$ cat config.mk
export PLATFORM = sky130hd
export DESIGN_NAME = dab_component_language_parser_flat
export DESIGN_NICKNAME = d
export VERILOG_FILES = /design/src/hdl/dclp_pkg.sv /design/src/hdl/dclp_in_if.sv /design/src/hdl/dclp_out_if.sv /design/src/hdl/dab_component_language_parser.sv /design/src/hdl/dclp_seen_set.sv /design/src/hdl/dclp_parser.sv /design/src/hdl/dclp_outbuf.sv /design/src/flat_wrapper.sv
export SDC_FILE = /design/constraint.sdc
export NUM_CORES = 1
export LEC_CHECK = 0
export BUFFER_PORTS_ARGS = -buffer_cell sky130_fd_sc_hd__buf_2
export CORE_UTILIZATION = 38
export CTS_BUF_LIST = sky130_fd_sc_hd__clkbuf_16
export CTS_CLUSTER_DIAMETER = 30
export DETAILED_ROUTE_END_ITERATION = 8
export GPL_TIMING_DRIVEN = 0
export PLACE_DENSITY = 0.51
export SKIP_LAST_GASP = 1
export SLEW_MARGIN = 5
export SYNTH_ARGS = -nofsm -noshare
export SYNTH_HDL_FRONTEND = slang
export SYNTH_SLANG_ARGS = --single-unit
$ cat constraint.sdc
create_clock -name clk -period 6.6 [get_ports clk]
set_input_delay 0.33 -clock clk [delete_from_list [all_inputs] [get_ports clk]]
set_output_delay 0.33 -clock clk [all_outputs]
set_load 0.1 [all_outputs]
$ cat src/hdl/dclp_pkg.sv
`timescale 1ns / 1ps
// ----------------------------------------------------------------------------
// dclp_pkg
// Shared types and constants for the FIG 0/5 component language parser.
// ----------------------------------------------------------------------------
package dclp_pkg;

  localparam int SEEN_DEPTH = 64;
  localparam int SEEN_IDX_W = $clog2(SEEN_DEPTH);
  localparam int SEEN_CNT_W = $clog2(SEEN_DEPTH + 1);
  localparam int KEY_W      = 13;

  localparam logic [7:0] ID_MASK   = 8'h3F;
  localparam logic [2:0] RFA_MASK  = 3'h7;
  localparam logic [3:0] SCID_MASK = 4'hF;
  localparam logic       FLAG_MASK = 1'b1;

  typedef enum logic [1:0] {
    PH_FIRST  = 2'd0,
    PH_SECOND = 2'd1,
    PH_THIRD  = 2'd2
  } phase_t;

  typedef struct packed {
    logic        entry_valid;
    logic        long_form;
    logic        fic_flag;
    logic [5:0]  short_id;
    logic [11:0] component_id;
    logic [7:0]  language_code;
    logic        rfa_invalid;
    logic        fig_done;
    logic        fig_complete;
    logic        seen_overflow;
  } entry_t;

  typedef struct packed {
    logic             check;
    logic [KEY_W-1:0] key;
  } seen_req_t;

  typedef struct packed {
    logic hit;
    logic full;
  } seen_rsp_t;

endpackage

$ cat src/hdl/dclp_in_if.sv
`timescale 1ns / 1ps
// ----------------------------------------------------------------------------
// dclp_in_if
// Byte channel carrying the FIG 0/5 bytes with header and end marks.
// ----------------------------------------------------------------------------
interface dclp_in_if;
  logic       valid;
  logic       ready;
  logic [7:0] data_byte;
  logic       fig_first;
  logic       fig_last;

  modport source (output valid, output data_byte, output fig_first, output fig_last,
                  input ready);
  modport sink   (input valid, input data_byte, input fig_first, input fig_last,
                  output ready);
endinterface

$ cat src/hdl/dclp_out_if.sv
`timescale 1ns / 1ps
// ----------------------------------------------------------------------------
// dclp_out_if
// Result channel carrying one parsed entry record per transaction.
// ----------------------------------------------------------------------------
interface dclp_out_if;
  logic        valid;
  logic        ready;
  logic        entry_valid;
  logic        long_form;
  logic        fic_flag;
  logic [5:0]  short_id;
  logic [11:0] component_id;
  logic [7:0]  language_code;
  logic        rfa_invalid;
  logic        fig_done;
  logic        fig_complete;
  logic        seen_overflow;

  modport source (output valid, output entry_valid, output long_form, output fic_flag,
                  output short_id, output component_id, output language_code,
                  output rfa_invalid, output fig_done, output fig_complete,
                  output seen_overflow, input ready);
  modport sink   (input valid, input entry_valid, input long_form, input fic_flag,
                  input short_id, input component_id, input language_code,
                  input rfa_invalid, input fig_done, input fig_complete,
                  input seen_overflow, output ready);
endinterface

$ cat src/hdl/dab_component_language_parser.sv
`timescale 1ns / 1ps
// ----------------------------------------------------------------------------
// dab_component_language_parser
// FIG 0/5 service component language parser with a seen-key set kept
// across FIGs.
// ----------------------------------------------------------------------------
// Takes one FIG byte per cycle while ready is high and gives its record, if
// any, through the output register. Each accepted byte is parsed, checked
// against the seen set and written to the output register, or to the skid
// slot behind it while a result waits, in the same cycle; the limit on clock
// rate is the parallel compare of a new key against all 64 stored keys. The
// skid slot lets one more byte in, so ready drops only when two results are
// held. The seen set starts empty after reset and needs no clearing time.
module dab_component_language_parser (
  input logic      clk,
  input logic      rst,
  dclp_in_if.sink  fig_bytes,
  dclp_out_if.source entries
);
  import dclp_pkg::*;

  logic      accept;
  logic      push;
  logic      can_accept;
  entry_t    rec;
  entry_t    out_rec;
  seen_req_t seen_req;
  seen_rsp_t seen_rsp;

  assign fig_bytes.ready = can_accept;
  assign accept          = fig_bytes.valid && can_accept;

  dclp_parser u_parser (
    .clk       (clk),
    .rst       (rst),
    .accept    (accept),
    .data_byte (fig_bytes.data_byte),
    .fig_first (fig_bytes.fig_first),
    .fig_last  (fig_bytes.fig_last),
    .seen_rsp  (seen_rsp),
    .seen_req  (seen_req),
    .push      (push),
    .rec       (rec)
  );

  dclp_seen_set u_seen (
    .clk (clk),
    .rst (rst),
    .req (seen_req),
    .rsp (seen_rsp)
  );

  dclp_outbuf u_outbuf (
    .clk        (clk),
    .rst        (rst),
    .push       (push),
    .push_data  (rec),
    .can_accept (can_accept),
    .out_valid  (entries.valid),
    .out_data   (out_rec),
    .out_ready  (entries.ready)
  );

  assign entries.entry_valid   = out_rec.entry_valid;
  assign entries.long_form     = out_rec.long_form;
  assign entries.fic_flag      = out_rec.fic_flag;
  assign entries.short_id      = out_rec.short_id;
  assign entries.component_id  = out_rec.component_id;
  assign entries.language_code = out_rec.language_code;
  assign entries.rfa_invalid   = out_rec.rfa_invalid;
  assign entries.fig_done      = out_rec.fig_done;
  assign entries.fig_complete  = out_rec.fig_complete;
  assign entries.seen_overflow = out_rec.seen_overflow;

endmodule

$ cat src/hdl/dclp_seen_set.sv
`timescale 1ns / 1ps
// ----------------------------------------------------------------------------
// dclp_seen_set
// Key store with parallel compare. A hit empties the set; a miss appends the
// key unless the set is full.
// ----------------------------------------------------------------------------
module dclp_seen_set (
  input  logic                clk,
  input  logic                rst,
  input  dclp_pkg::seen_req_t req,
  output dclp_pkg::seen_rsp_t rsp
);
  import dclp_pkg::*;

  logic [KEY_W-1:0]      keys [SEEN_DEPTH];
  logic [SEEN_CNT_W-1:0] count;
  logic [SEEN_DEPTH-1:0] match;

  // only the filled part of the store takes part in the compare
  always_comb begin
    for (int k = 0; k < SEEN_DEPTH; k++) begin
      match[k] = (SEEN_CNT_W'(k) < count) && (keys[k] == req.key);
    end
    rsp.hit  = |match;
    rsp.full = (count == SEEN_CNT_W'(SEEN_DEPTH));
  end

  always_ff @(posedge clk) begin
    if (rst) begin
      count <= '0;
    end else if (req.check) begin
      if (rsp.hit) begin
        count <= '0;
      end else if (!rsp.full) begin
        count <= count + SEEN_CNT_W'(1);
      end
    end
  end

  always_ff @(posedge clk) begin
    if (req.check && !rsp.hit && !rsp.full) begin
      keys[count[SEEN_IDX_W-1:0]] <= req.key;
    end
  end

endmodule

$ cat src/hdl/dclp_parser.sv
`timescale 1ns / 1ps
// ----------------------------------------------------------------------------
// dclp_parser
// Entry framing over the FIG bytes: skips the header, assembles short and
// long form entries and builds the result record.
// ----------------------------------------------------------------------------
module dclp_parser (
  input  logic                clk,
  input  logic                rst,
  input  logic                accept,
  input  logic [7:0]          data_byte,
  input  logic                fig_first,
  input  logic                fig_last,
  input  dclp_pkg::seen_rsp_t seen_rsp,
  output dclp_pkg::seen_req_t seen_req,
  output logic                push,
  output dclp_pkg::entry_t    rec
);
  import dclp_pkg::*;

  phase_t     phase, phase_next;
  logic [7:0] first_byte, first_byte_next;
  logic [7:0] second_byte, second_byte_next;
  logic       repeat_seen, repeat_seen_next;
  logic       have;
  logic [11:0] scid;

  always_ff @(posedge clk) begin
    if (rst) begin
      phase       <= PH_FIRST;
      first_byte  <= '0;
      second_byte <= '0;
      repeat_seen <= 1'b0;
    end else begin
      phase       <= phase_next;
      first_byte  <= first_byte_next;
      second_byte <= second_byte_next;
      repeat_seen <= repeat_seen_next;
    end
  end

  assign scid = {first_byte[3:0] & SCID_MASK, second_byte};

  always_comb begin
    phase_next       = phase;
    first_byte_next  = first_byte;
    second_byte_next = second_byte;
    repeat_seen_next = repeat_seen;
    have             = 1'b0;
    seen_req         = '0;
    rec              = '0;

    if (accept) begin
      if (fig_first) begin
        phase_next       = PH_FIRST;
        repeat_seen_next = 1'b0;
      end else begin
        case (phase)
          PH_FIRST: begin
            first_byte_next = data_byte;
            phase_next      = PH_SECOND;
          end
          PH_SECOND: begin
            if (!first_byte[7]) begin
              have              = 1'b1;
              rec.fic_flag      = first_byte[6] & FLAG_MASK;
              rec.short_id      = 6'(first_byte & ID_MASK);
              rec.language_code = data_byte;
              seen_req.check    = 1'b1;
              seen_req.key      = {6'b0, rec.fic_flag, rec.short_id};
              phase_next        = PH_FIRST;
            end else begin
              second_byte_next = data_byte;
              phase_next       = PH_THIRD;
            end
          end
          PH_THIRD: begin
            have              = 1'b1;
            rec.long_form     = 1'b1;
            rec.rfa_invalid   = ((first_byte[6:4] & RFA_MASK) != 3'b0);
            rec.component_id  = scid;
            rec.language_code = data_byte;
            seen_req.check    = 1'b1;
            seen_req.key      = {1'b1, scid};
            phase_next        = PH_FIRST;
          end
          default: begin
            phase_next = PH_FIRST;
          end
        endcase
        if (have && seen_rsp.hit) begin
          repeat_seen_next = 1'b1;
        end
      end
      // a partial entry at the end of the FIG is dropped
      if (fig_last) begin
        phase_next = PH_FIRST;
      end
    end

    rec.entry_valid   = have;
    rec.seen_overflow = have && !seen_rsp.hit && seen_rsp.full;
    rec.fig_done      = fig_last;
    rec.fig_complete  = fig_last && repeat_seen_next;
    push              = accept && (have || fig_last);
  end

endmodule

$ cat src/hdl/dclp_outbuf.sv
`timescale 1ns / 1ps
// ----------------------------------------------------------------------------
// dclp_outbuf
// Output register with one skid slot; upstream ready is registered.
// ----------------------------------------------------------------------------
module dclp_outbuf (
  input  logic             clk,
  input  logic             rst,
  input  logic             push,
  input  dclp_pkg::entry_t push_data,
  output logic             can_accept,
  output logic             out_valid,
  output dclp_pkg::entry_t out_data,
  input  logic             out_ready
);
  import dclp_pkg::*;

  logic   skid_valid;
  entry_t skid_data;

  assign can_accept = !skid_valid;

  always_ff @(posedge clk) begin
    if (rst) begin
      out_valid  <= 1'b0;
      skid_valid <= 1'b0;
    end else if (!out_valid || out_ready) begin
      if (skid_valid) begin
        out_valid  <= 1'b1;
        skid_valid <= 1'b0;
      end else begin
        out_valid <= push;
      end
    end else if (push) begin
      skid_valid <= 1'b1;
    end
  end

  always_ff @(posedge clk) begin
    if (!out_valid || out_ready) begin
      out_data <= skid_valid ? skid_data : push_data;
    end else if (push) begin
      skid_data <= push_data;
    end
  end

endmodule
$ cat src/flat_wrapper.sv
// flat-port wrapper written by rule: the top's interface ports become plain ports
module dab_component_language_parser_flat import dclp_pkg::*;
  (clk, rst, fig_bytes_valid, fig_bytes_data_byte, fig_bytes_fig_first, fig_bytes_fig_last, fig_bytes_ready, entries_valid, entries_entry_valid, entries_long_form, entries_fic_flag, entries_short_id, entries_component_id, entries_language_code, entries_rfa_invalid, entries_fig_done, entries_fig_complete, entries_seen_overflow, entries_ready);
  dclp_in_if fig_bytes_i ();
  dclp_out_if entries_i ();
  input logic clk;
  input logic rst;
  input wire logic [$bits(fig_bytes_i.valid)-1:0] fig_bytes_valid;
  input wire logic [$bits(fig_bytes_i.data_byte)-1:0] fig_bytes_data_byte;
  input wire logic [$bits(fig_bytes_i.fig_first)-1:0] fig_bytes_fig_first;
  input wire logic [$bits(fig_bytes_i.fig_last)-1:0] fig_bytes_fig_last;
  output wire logic [$bits(fig_bytes_i.ready)-1:0] fig_bytes_ready;
  output wire logic [$bits(entries_i.valid)-1:0] entries_valid;
  output wire logic [$bits(entries_i.entry_valid)-1:0] entries_entry_valid;
  output wire logic [$bits(entries_i.long_form)-1:0] entries_long_form;
  output wire logic [$bits(entries_i.fic_flag)-1:0] entries_fic_flag;
  output wire logic [$bits(entries_i.short_id)-1:0] entries_short_id;
  output wire logic [$bits(entries_i.component_id)-1:0] entries_component_id;
  output wire logic [$bits(entries_i.language_code)-1:0] entries_language_code;
  output wire logic [$bits(entries_i.rfa_invalid)-1:0] entries_rfa_invalid;
  output wire logic [$bits(entries_i.fig_done)-1:0] entries_fig_done;
  output wire logic [$bits(entries_i.fig_complete)-1:0] entries_fig_complete;
  output wire logic [$bits(entries_i.seen_overflow)-1:0] entries_seen_overflow;
  input wire logic [$bits(entries_i.ready)-1:0] entries_ready;
  assign fig_bytes_i.valid = fig_bytes_valid;
  assign fig_bytes_i.data_byte = fig_bytes_data_byte;
  assign fig_bytes_i.fig_first = fig_bytes_fig_first;
  assign fig_bytes_i.fig_last = fig_bytes_fig_last;
  assign fig_bytes_ready = fig_bytes_i.ready;
  assign entries_valid = entries_i.valid;
  assign entries_entry_valid = entries_i.entry_valid;
  assign entries_long_form = entries_i.long_form;
  assign entries_fic_flag = entries_i.fic_flag;
  assign entries_short_id = entries_i.short_id;
  assign entries_component_id = entries_i.component_id;
  assign entries_language_code = entries_i.language_code;
  assign entries_rfa_invalid = entries_i.rfa_invalid;
  assign entries_fig_done = entries_i.fig_done;
  assign entries_fig_complete = entries_i.fig_complete;
  assign entries_seen_overflow = entries_i.seen_overflow;
  assign entries_i.ready = entries_ready;
  dab_component_language_parser u_core (.clk(clk), .rst(rst), .fig_bytes(fig_bytes_i), .entries(entries_i));
endmodule
# Word level (Yosys, flattened, before mapping)
# Memory sizes are Yosys's and may differ from the RTL's.
# Cells that the tools add are included.
[word_totals] out_inout_bits=35 elab_cells=281 in_bits=14 mem_bits_rw=832 memories=1 reg_bits=94
[classes] n_addsub=1 bitwise=2 reduce_logical=86 n_mux=32 eq_ne=68 order_cmp=64
[memory_table] name="u_core.u_seen.keys" words=64 word_bits=13 read_ports=64 rd_clocked_by_memory_dff=0 write_ports=1 line_no="dclp_seen_set.sv:15" rtl="logic [KEY_W-1:0] keys [SEEN_DEPTH];"
[op_table] cell="$eq A13 B13 Y1" count=64
[op_table] cell="$lt A6 B7 Y1 const A" count=32
[op_table] cell="$lt A5 B7 Y1 const A" count=16
[op_table] cell="$logic_and A1 B1 Y1" count=72
[op_table] cell="$reduce_or A64 Y1" count=1
[op_table] cell="$mux W29" count=2
[op_table] cell="$lt A4 B7 Y1 const A" count=8
[op_table] cell="$mux W14" count=3
[op_table] cell="$mux W33" count=1
[op_table] cell="$lt A3 B7 Y1 const A" count=4
[op_table] cell="$mux W7" count=4
[op_table] cell="$pmux W14 S2" count=1
[op_table] cell="$pmux W8 S2" count=1
[op_table] cell="$lt A1 B7 Y1 const A" count=2
[op_table] cell="$lt A2 B7 Y1 const A" count=2
[op_table] cell="$mux W1" count=13
[op_table] cell="$mux W12" count=1
[op_table] cell="$mux W8" count=1
[op_table] cell="$add A7 B1 Y7 const B" count=1
[op_table] cell="$eq A7 B7 Y1 const B" count=1
[op_table] cell="$mux W2" count=3
[op_table] cell="$logic_not A1 Y1" count=4
[op_table] cell="$pmux W2 S2" count=1
[op_table] cell="$reduce_and A2 Y1" count=2
[op_table] cell="other kinds (11)" count=13

# Longest topological paths before layout
# Gate-level depths: netlist (run 1).
[depth] depth_word=13 depth_mapped=20 mapped_depth_nobuf=15

# Modules after synthesis
# From an unflattened synthesis (run 1), not the netlist that was laid out.
[unflattened] hier_cells=2955 hier_area_um2=42329.3
[modules_own_cells] mod="dclp_seen_set" area_per_inst_um2=38557.0 cells_per_inst=2694 seq_area_each_um2=25124.1 n_inst=1
[modules_own_cells] mod="dclp_outbuf" area_per_inst_um2=2601.2 cells_per_inst=112 seq_area_each_um2=2021.9 n_inst=1
[modules_own_cells] mod="dclp_parser" area_per_inst_um2=1164.9 cells_per_inst=148 seq_area_each_um2=380.4 n_inst=1
[modules_own_cells] mod="dab_component_language_parser" area_per_inst_um2=6.3 cells_per_inst=1 seq_area_each_um2=0.0 n_inst=1

# Least setup slack after synthesis (run 1)
# No wires, ideal clock.
[synth_timing] kind="register to register" startpoint="reg u_core.u_parser.phase[0]" endpoint="mem u_core.u_seen.keys[62][0] (enable)" period_less_slack_ns=4.747 arrival_ns=4.369 slack_ns=1.853 required_time_ns=6.222 n_path_buf=2 stages_incl_launch_ff=17 setup_ns=0.378 path_cell_list="dfxtp_1 -> inv_1 -> ha_1 -> and4bb_2 -> buf_4 -> o21ai_2 -> clkinv_1 -> xnor2_1 -> nand3_1 -> nor4_1 -> a32oi_1 -> nand4_1 -> nor4_2 -> nand4_4 -> nor2_8 -> buf_6 -> nor4b_4"
[synth_rtl] item="from (decl)" line_no="dclp_parser.sv:21" rtl="phase_t phase, phase_next;"
[synth_rtl] item="from (signal assigned)" line_no="dclp_parser.sv:35" rtl="phase <= phase_next;"
[synth_rtl] item="to (decl)" line_no="dclp_seen_set.sv:15"

# Final worst setup path (run 1)
[layout_timing] startpoint="reg u_core.u_parser.phase[0]" endpoint="mem u_core.u_seen.keys[15][0] (enable)"
[layout_via] elab_chain_len=12 elab_cells_between_ends=139 classes_between="eq/ne: 66; mux: 5; reduce/logical: 68"
[layout_lines] item="$eq A2 B2 Y1 / $eq A2 B1 Y1 (equally long branches)" line_no="dclp_parser.sv:58" rtl="case (phase)"
[layout_lines] item="$pmux W14 S2 *" line_no="dclp_parser.sv:58"
[layout_lines] item="$mux W14 *" line_no="dclp_parser.sv:54" rtl="if (fig_first) begin"
[layout_lines] item="$mux W14 *" line_no="dclp_parser.sv:53" rtl="if (accept) begin"
[layout_lines] item="$eq A13 B13 Y1" line_no="dclp_seen_set.sv:22" rtl="match[k] = (SEEN_CNT_W'(k) < count) && (keys[k] == req.key);"
[layout_lines] item="$logic_and A1 B1 Y1" line_no="dclp_seen_set.sv:22"
[layout_lines] item="$reduce_or A64 Y1" line_no="dclp_seen_set.sv:24" rtl="rsp.hit = |match;"
[layout_lines] item="$logic_not A1 Y1" line_no="dclp_seen_set.sv:41" rtl="if (req.check && !rsp.hit && !rsp.full) begin"
[layout_lines] item="$logic_and A1 B1 Y1 * (2 in a row)" line_no="dclp_seen_set.sv:41"
[layout_lines] item="$mux W1 *" line_no="dclp_seen_set.sv:41"
[layout_lines] item="$mux W1 (not written as such) *" line_no="dclp_seen_set.sv:42" rtl="keys[count[SEEN_IDX_W-1:0]] <= req.key;"
# Mark *: on every way between the ends. The rest lies on a longest branch, timed or not.

==> results.md, run 1 <==
* CTS Sinks at 926
* Post-synth EDFFs at 898
* Layout cells sized above 1 at 0.193
* Die width at 340 um
* First-pass GRT wire length at 292000 um
* Final WL at 223000 um
* Fin crit share at 1.03
* Hold wc startpoint: fig_bytes_fig_last
* Crit. Startpoint: u_core.u_parser.phase[0]$_SDFFE_PP0P_
* Leakage Power at 17.4 nW
* CP Data Required Time at 7.03 ns
* Syn avg cell area at 13.4 um2
* Outcome: complete, but fails checks
* Synthesized netlist cell count at 3230
* Chip height at 340 um
* Pwr dens at 327 mW/mm2
* Flop2flop setup slack at -0.20 ns
* Aggregate global routing overflow at 0
* Failing checks: max-capacitance violations, max-slew violations, negative setup slack
* CP Cell Sequence: inv_1 -> ha_1 -> and2_1 -> o21ai_2 -> buf_2 -> o2bb2ai_1 -> a211oi_1 -> and4_1 -> a311oi_1 -> o2111ai_1 -> nor4_2 -> nand4_4 -> nor2_8 -> buf_6 -> and3_2
* Hold Crit Endpoint: u_core.u_outbuf.skid_data[2]$_DFFE_PP_
* Post-synth top area cell: edfxtp_1
* Root buffer cell: clkbuf_16
* First-pass iteration count of the detailed router at 7
* Synth top cells by count: 898 x edfxtp_1, 454 x xnor2_1, 151 x a21oi_1
* Synth area leaders: edfxtp_1 62%, xnor2_1 9.2%, a21oi_1 1.7%, dfxtp_1 1.3%, and4_1 1.3%
* Inst Count DP at 4802
* Vias in the first global route at 32500
* Max-slew violations at 17
* CTS tree: built
* Drt initial violations at 5689
* Initial antenna violation count at 23
* Count leader, synth: edfxtp_1
* Netlist cell types at 92
* FF-to-FF path depth at 15
* Max-slew headroom at -0.0616
* Unrepaired setup endpoints after global routing: no
* Site Rows at 123
* Area Growth Syn to Fin at 25.1%
* Tightest Hold Check Type: in2reg
* Fin. Hold Viols at 0
* Worst vdd ir at 297 uV
* Minimum clock period at 6.80 ns
* RR Startpoint: u_core.u_parser.phase[0]$_SDFFE_PP0P_
* Slew at the pin closest to its max-slew limit at 1.59 ns
* Clk slew on worst S/H paths at 0.05 ns
* Yosys warning count at 0
* TNS Setup at -81.82 ns
* Vias/cell at 6.59
* I/O pin count at 49
* Sequential element share of the synthesized area at 0.636
* Fin cells at 5242
* Detailed-route wire length per cell at 42.6 um
* Synth top area share at 0.623
* Max frequency at 147 MHz
* Starting density of the core at 0.384
* Vias post-DR at 34500
* Filler Cell Count at 9899
* Crit path max fanout at 13
* Yosys reg bits at 926
* Nets@finish at 3566
* MaxCap Viol Count at 2
* DIE AREA at 0.115 mm2
* DRC at 0
* Port Buffer Count at 46
* Slowest cell on crit path: o21ai_2
* Largest stage delay on the critical path at 0.81 ns
* Synth Cell Area at 0.0433 mm2
* Hold Crit Depth at 2
* Largest net degree at the start of global routing at 75
* H-tree Lvls at 4
* Detailed placement HPWL at 148000 um
* Overall global routing resource usage at 0.380
* Gpl congestion at 1.00
* Min setup slack post-route at -0.201 ns
* Clock Skews at 0.0696 ns
* Final setup violation count at 773
* CORE AREA at 0.113 mm2
* Max clock buf depth at 3
* Top_reg_cell synth: edfxtp_1
* Crit Path Category: reg2reg
* Syn nets at 3251
* Worst setup EP type: flip-flop
* Worst-Skew Late Latency at 0.84 ns
* R2R Path End: u_core.u_seen.keys[15][0]$_DFFE_PP_
* Worst setup SP type: flip-flop
* FFs w/ async S/R, synth at 0
* Final ANT Viol Nets at 0
* TritonCTS Buffers at 222
* Crit path arrival time at 7.23 ns
## worst max path at each step
stage,cells past startpoint,to,slack (ns)
2_1_floorplan,16,u_core.u_seen.keys[62][0]$_DFFE_PP_,1.85
3_3_place_gp,16,u_core.u_seen.keys[33][12]$_DFFE_PP_,-5.25
3_5_place_dp,16,u_core.u_seen.keys[33][7]$_DFFE_PP_,-1.22
4_1_cts,16,u_core.u_seen.keys[34][1]$_DFFE_PP_,-0.11
5_1_grt,16,u_core.u_seen.keys[8][11]$_DFFE_PP_,0.0002
6_report,15,u_core.u_seen.keys[15][0]$_DFFE_PP_,-0.20
## cell families (layout without fill, tap and decap cells)
kind of cell / count (synthesis) / in the layout / synth area share
other cells: 0 / 6 / 0
xor+xnor: 459 / 459 / 0.0929
simple gates: 819 / 819 / 0.114
fa+ha+maj: 7 / 7 / 0.00202
flops: 926 / 926 / 0.636
compound gates: 759 / 759 / 0.120
mux: 14 / 14 / 0.00327
buf+inv: 246 / 752 / 0.0318
## sequential cells by signal, indices dropped and copies added (netlist names), 2 cells and up
register and flops:
u_core.u_seen.keys 832, u_core.u_parser.second_byte 8, u_core.u_seen.count 7, u_core.u_parser.first_byte 8, u_core.u_outbuf.skid_data 33, u_core.u_outbuf.out_data 33, u_core.u_parser.phase 2
## placed cells by master, fill, tap and decap left out, drive strengths merged, types with 16 or more instances in the layout
master and instances:
edfxtp 898, xnor2 454, clkbuf 283, buf 217, a21oi 151, nor2 124, nand2 119, clkinv 112
o21ai 107, nand4 82, nor3 82, inv 79, nand3 75, o22ai 74, a31oi 72, and4 62
o32ai 52, nor4 48, nor4b 44, bufinv 34, a22oi 33, or3 32, a21o 31, dfxtp 28
a211oi 28, a2111oi 24, a221oi 23, nand3b 23, a32oi 21, and2 20, or4 18, o211ai 18
nand4b 17, a41oi 17, o2111ai 16, and3b 16
## power breakdown
group          internal (mW)  switching, mW
clock network           7.46           3.67
registers               6.38        0.00507
logic                 0.0350          0.165
total                   13.9           3.84
## cell type report
type	count	area, um2	share of cell area
inverters	45	206	0.00381
repair buffers	92	878	0.0162
clock buffers	222	5560	0.103
clock inverters	193	2190	0.0404
well taps	1500	1880	0.0347
plain buffers	200	1250	0.0231
multi-input cells	2058	14700	0.271
diodes	6	15.0	0.000277
flip-flops and latches	926	27500	0.508
## per-layer routing
metal / up-vias / wire [um] / track usage
li1: 13600 / - / -
met1: 17600 / 85100 / 0.489
met2: 2693 / 94800 / 0.554
met3: 702 / 25000 / 0.104
met4: 14 / 18300 / 0.267
met5: - / 97 / 0
## worst max-delay path: cells and delay by family, from the launching register on
| kind | cells | cell delay, ns |
|---|---|---|
| flops | 1 | 0.38 |
| compound gates | 5 | 1.95 |
| fa+ha+maj | 1 | 0.33 |
| simple gates | 6 | 2.55 |
| buf+inv | 3 | 1.11 |
## stage by stage
| step | hold WS [ns] | instance area [um2] | util | power, mW | setup slack [ns] |
|---|---|---|---|---|---|
| 5_1_grt | 0.325 | 54100 | 0.481 | 18.1 | 0.000242 |
| 3_5_place_dp | 0.488 | 46000 | 0.408 | 6.68 | -1.22 |
| 4_1_cts | 0.290 | 54100 | 0.480 | 17.7 | -0.115 |
| 6_report | 0.306 | 54200 | 0.481 | 17.7 | -0.201 |
| 3_3_place_gp | 0.465 | 45400 | 0.403 | 6.67 | -5.25 |
| 2_1_floorplan | 0.429 | 43300 | - | 6.60 | 1.85 |
## timing repair
item | in CTS | in global routing
setup buffers | 6 | 0
endpoints found under the hold margin | 41 | 0
hold buffers | 13 | 0
resized for setup | 81 | 21
pin swaps | 2 | 2
setup endpoints to repair | 832 | 832
Note: power is estimated with default switching activity, not from simulation.
==> run 2: changes to the inputs <==
CTS_BUF_LIST = sky130_fd_sc_hd__clkbuf_8   (was sky130_fd_sc_hd__clkbuf_16)
==> run 2 against run 1 <==
The run still ends with max-capacitance violations, max-slew violations, negative setup slack left. Cell count increased by 0.21%. Via count decreased by 0.50%. Fmax increased by 1.0%. Wire length decreased by 0.25%. First-iteration DRC count decreased by 5.3%. Non-clock buffer count increased by 3. Global-route usage decreased by 0.14 points. Sequential cell count unchanged. Clock-buffer cell count increased by 10. Total power decreased by 20%. Worst hold slack got worse by 0.11 ns. Utilization decreased by 2.3 points. Critical endpoint is now u_core.u_seen.keys[61][9]$_DFFE_PP_. Largest cell class unchanged. Largest power group unchanged.
==> results.md, run 2 (synthesized netlist as in run 1, its figures left out) <==
* Outcome: complete, but fails checks (unchanged)
* Failing checks: max-capacitance violations, max-slew violations, negative setup slack (unchanged)
* Site Rows at 123 (unchanged)
* Vias post-DR at 34400 (was 34500)
* Most frequent cells in the layout: 898 x edfxtp_1, 454 x xnor2_1, 232 x clkbuf_8, 143 x a21oi_1, 118 x nor2_1 (was 898 x edfxtp_1, 454 x xnor2_1, 222 x clkbuf_16, 143 x a21oi_1, 117 x nor2_1)
* Clk slew on worst S/H paths at 0.06 ns (was 0.05 ns)
* Post-route core utilization at 0.458 (was 0.481)
* Overall global routing resource usage at 0.379 (was 0.380)
* Port Buffer Count at 46 (unchanged)
* Worst setup EP type: flip-flop (unchanged)
* Final ANT Viol Nets at 0 (unchanged)
* Vias/cell at 6.54 (was 6.59)
* Flop2flop setup slack at -0.13 ns (was -0.20 ns)
* Crit path arrival time at 7.28 ns (was 7.23 ns)
* First-pass iteration count of the detailed router at 8 (was 7)
* MaxCap Viol Count at 3 (was 2)
* Fin Hold WS at 0.200 ns (was 0.306 ns)
* TNS Setup at -21.71 ns (was -81.82 ns)
* Worst vdd ir at 235 uV (was 297 uV)
* Crit Path Category: reg2reg (unchanged)
* Initial antenna violation count at 22 (was 23)
* Detailed-route wire length per cell at 42.4 um (was 42.6 um)
* Max-slew violations at 15 (was 17)
* Unrepaired setup endpoints after global routing: yes (was no)
* Worst-Skew Late Latency at 0.96 ns (was 0.84 ns)
* Slew at the pin closest to its max-slew limit at 1.58 ns (was 1.59 ns)
* Tightest Hold Check Type: in2reg (unchanged)
* Hold wc startpoint: fig_bytes_fig_last (unchanged)
* Pwr dens at 276 mW/mm2 (was 327 mW/mm2)
* Aggregate global routing overflow at 0 (unchanged)
* Nets@finish at 3573 (was 3566)
* CTS tree: built (unchanged)
* Starting density of the core at 0.384 (unchanged)
* I/O pin count at 49 (unchanged)
* Hold Crit Depth at 2 (unchanged)
* Worst setup SP type: flip-flop (unchanged)
* Hold Crit Endpoint: u_core.u_outbuf.skid_data[2]$_DFFE_PP_ (unchanged)
* Gpl congestion at 1.00 (unchanged)
* Chip height at 340 um (unchanged)
* Crit. Startpoint: u_core.u_parser.phase[0]$_SDFFE_PP0P_ (unchanged)
* H-tree Lvls at 4 (unchanged)
* DIE AREA at 0.115 mm2 (unchanged)
* Clock Skews at 0.0655 ns (was 0.0696 ns)
* Minimum clock period at 6.73 ns (was 6.80 ns)
* Root buffer cell: clkbuf_8 (was clkbuf_16)
* R2R Path End: u_core.u_seen.keys[61][9]$_DFFE_PP_ (was u_core.u_seen.keys[15][0]$_DFFE_PP_)
* Largest net degree at the start of global routing at 75 (unchanged)
* Post-place setup slack at -1.22 ns (unchanged)
* Dpl cell area at 0.0460 mm2 (unchanged)
* CP Data Required Time at 7.15 ns (was 7.03 ns)
* Die width at 340 um (unchanged)
* Crit path max fanout at 13 (unchanged)
* Vias in the first global route at 32400 (was 32500)
* Drt initial violations at 5387 (was 5689)
* FF-to-FF path depth at 16 (was 15)
* Max frequency at 149 MHz (was 147 MHz)
* Area Growth Syn to Fin at 19.1% (was 25.1%)
* CORE AREA at 0.113 mm2 (unchanged)
* Leakage Power at 16.2 nW (was 17.4 nW)
* Layout cells sized above 1 at 0.193 (about the same)
* Inst Count DP at 4802 (unchanged)
* Final setup violation count at 444 (was 773)
* Overall power at 14.2 mW (was 17.7 mW)
* CTS Sinks at 926 (unchanged)
* Cell area after layout at 0.0515 mm2 (was 0.0542 mm2)
* RR Startpoint: u_core.u_parser.phase[0]$_SDFFE_PP0P_ (unchanged)
* Fin cells at 5253 (was 5242)
* Max-slew headroom at -0.0545 (was -0.0616)
* Commonest non-fill, non-tap cell in the layout: edfxtp_1 (unchanged)
* DRC at 0 (unchanged)
* Max clock buf depth at 3 (unchanged)
* Final WL at 223000 um (about the same)
* Fin crit share at 1.02 (was 1.03)
* Largest register FFs at 832 (unchanged)
* Detailed placement HPWL at 148000 um (unchanged)
* Fin. Hold Viols at 0 (unchanged)
* Min setup slack post-route at -0.131 ns (was -0.201 ns)
* First-pass GRT wire length at 291000 um (was 292000 um)
* TritonCTS Buffers at 226 (was 222)
[run 2: worst max path at each step]
stage	endpoint
4_1_cts	u_core.u_seen.keys[42][12]$_DFFE_PP_
5_1_grt	u_core.u_seen.keys[8][9]$_DFFE_PP_
6_report	u_core.u_seen.keys[61][9]$_DFFE_PP_
3_3_place_gp	u_core.u_seen.keys[33][12]$_DFFE_PP_
3_5_place_dp	u_core.u_seen.keys[33][7]$_DFFE_PP_
2_1_floorplan	u_core.u_seen.keys[62][0]$_DFFE_PP_
[run 2: timing repair]
| item | in CTS | in global routing |
|---|---|---|
| hold buffers | 13 | 0 |
| gates resized for setup | 86 | 25 |
| pin swaps | 2 | 1 |
| endpoints found under the setup margin | 832 | 823 |
| setup buffers | 6 | 3 |
| endpoints found under the hold margin | 48 | 0 |
[run 2: cell type report]
type,instances,area [um2]
Fill cell,10200,61100
Sequential cell,926,27500
Multi-Input combinational cell,2058,14700
Clock buffer,232,3190
Clock inverter,191,1900
Tap cell,1500,1880
Buffer,200,1240
Timing Repair Buffer,95,926
Inverter,45,206
Antenna cell,6,15.0
[run 2: worst max-delay path, stage by stage, from the launching register on]
cell,delay [ns]
dfxtp_1,0.39
inv_1,0.10
ha_1,0.34
nand4bb_1,0.12
buf_2,0.28
buf_6,0.20
buf_2,0.48
buf_2,0.55
buf_4,0.43
o32ai_1,0.13
a32oi_1,0.70
o211ai_1,0.50
nor4_2,0.49
nand4_4,0.35
nor2_8,0.38
buf_6,0.21
and4_2,0.56
[run 2: per-layer routing]
layer / vias to the layer above / GRT usage / part of all wire
li1: 13600 / - / -
met4: 10 / 0.255 / 0.075
met1: 17500 / 0.482 / 0.38
met3: 655 / 0.113 / 0.11
met5: - / 0 / 0.00032
met2: 2623 / 0.556 / 0.43
[run 2: power breakdown]
group | leakage, nW | switching (mW) | internal (mW)
sequential | 8.54 | 0.00509 | 6.37
combinational | 5.03 | 0.165 | 0.0350
clock | 2.60 | 3.08 | 4.59
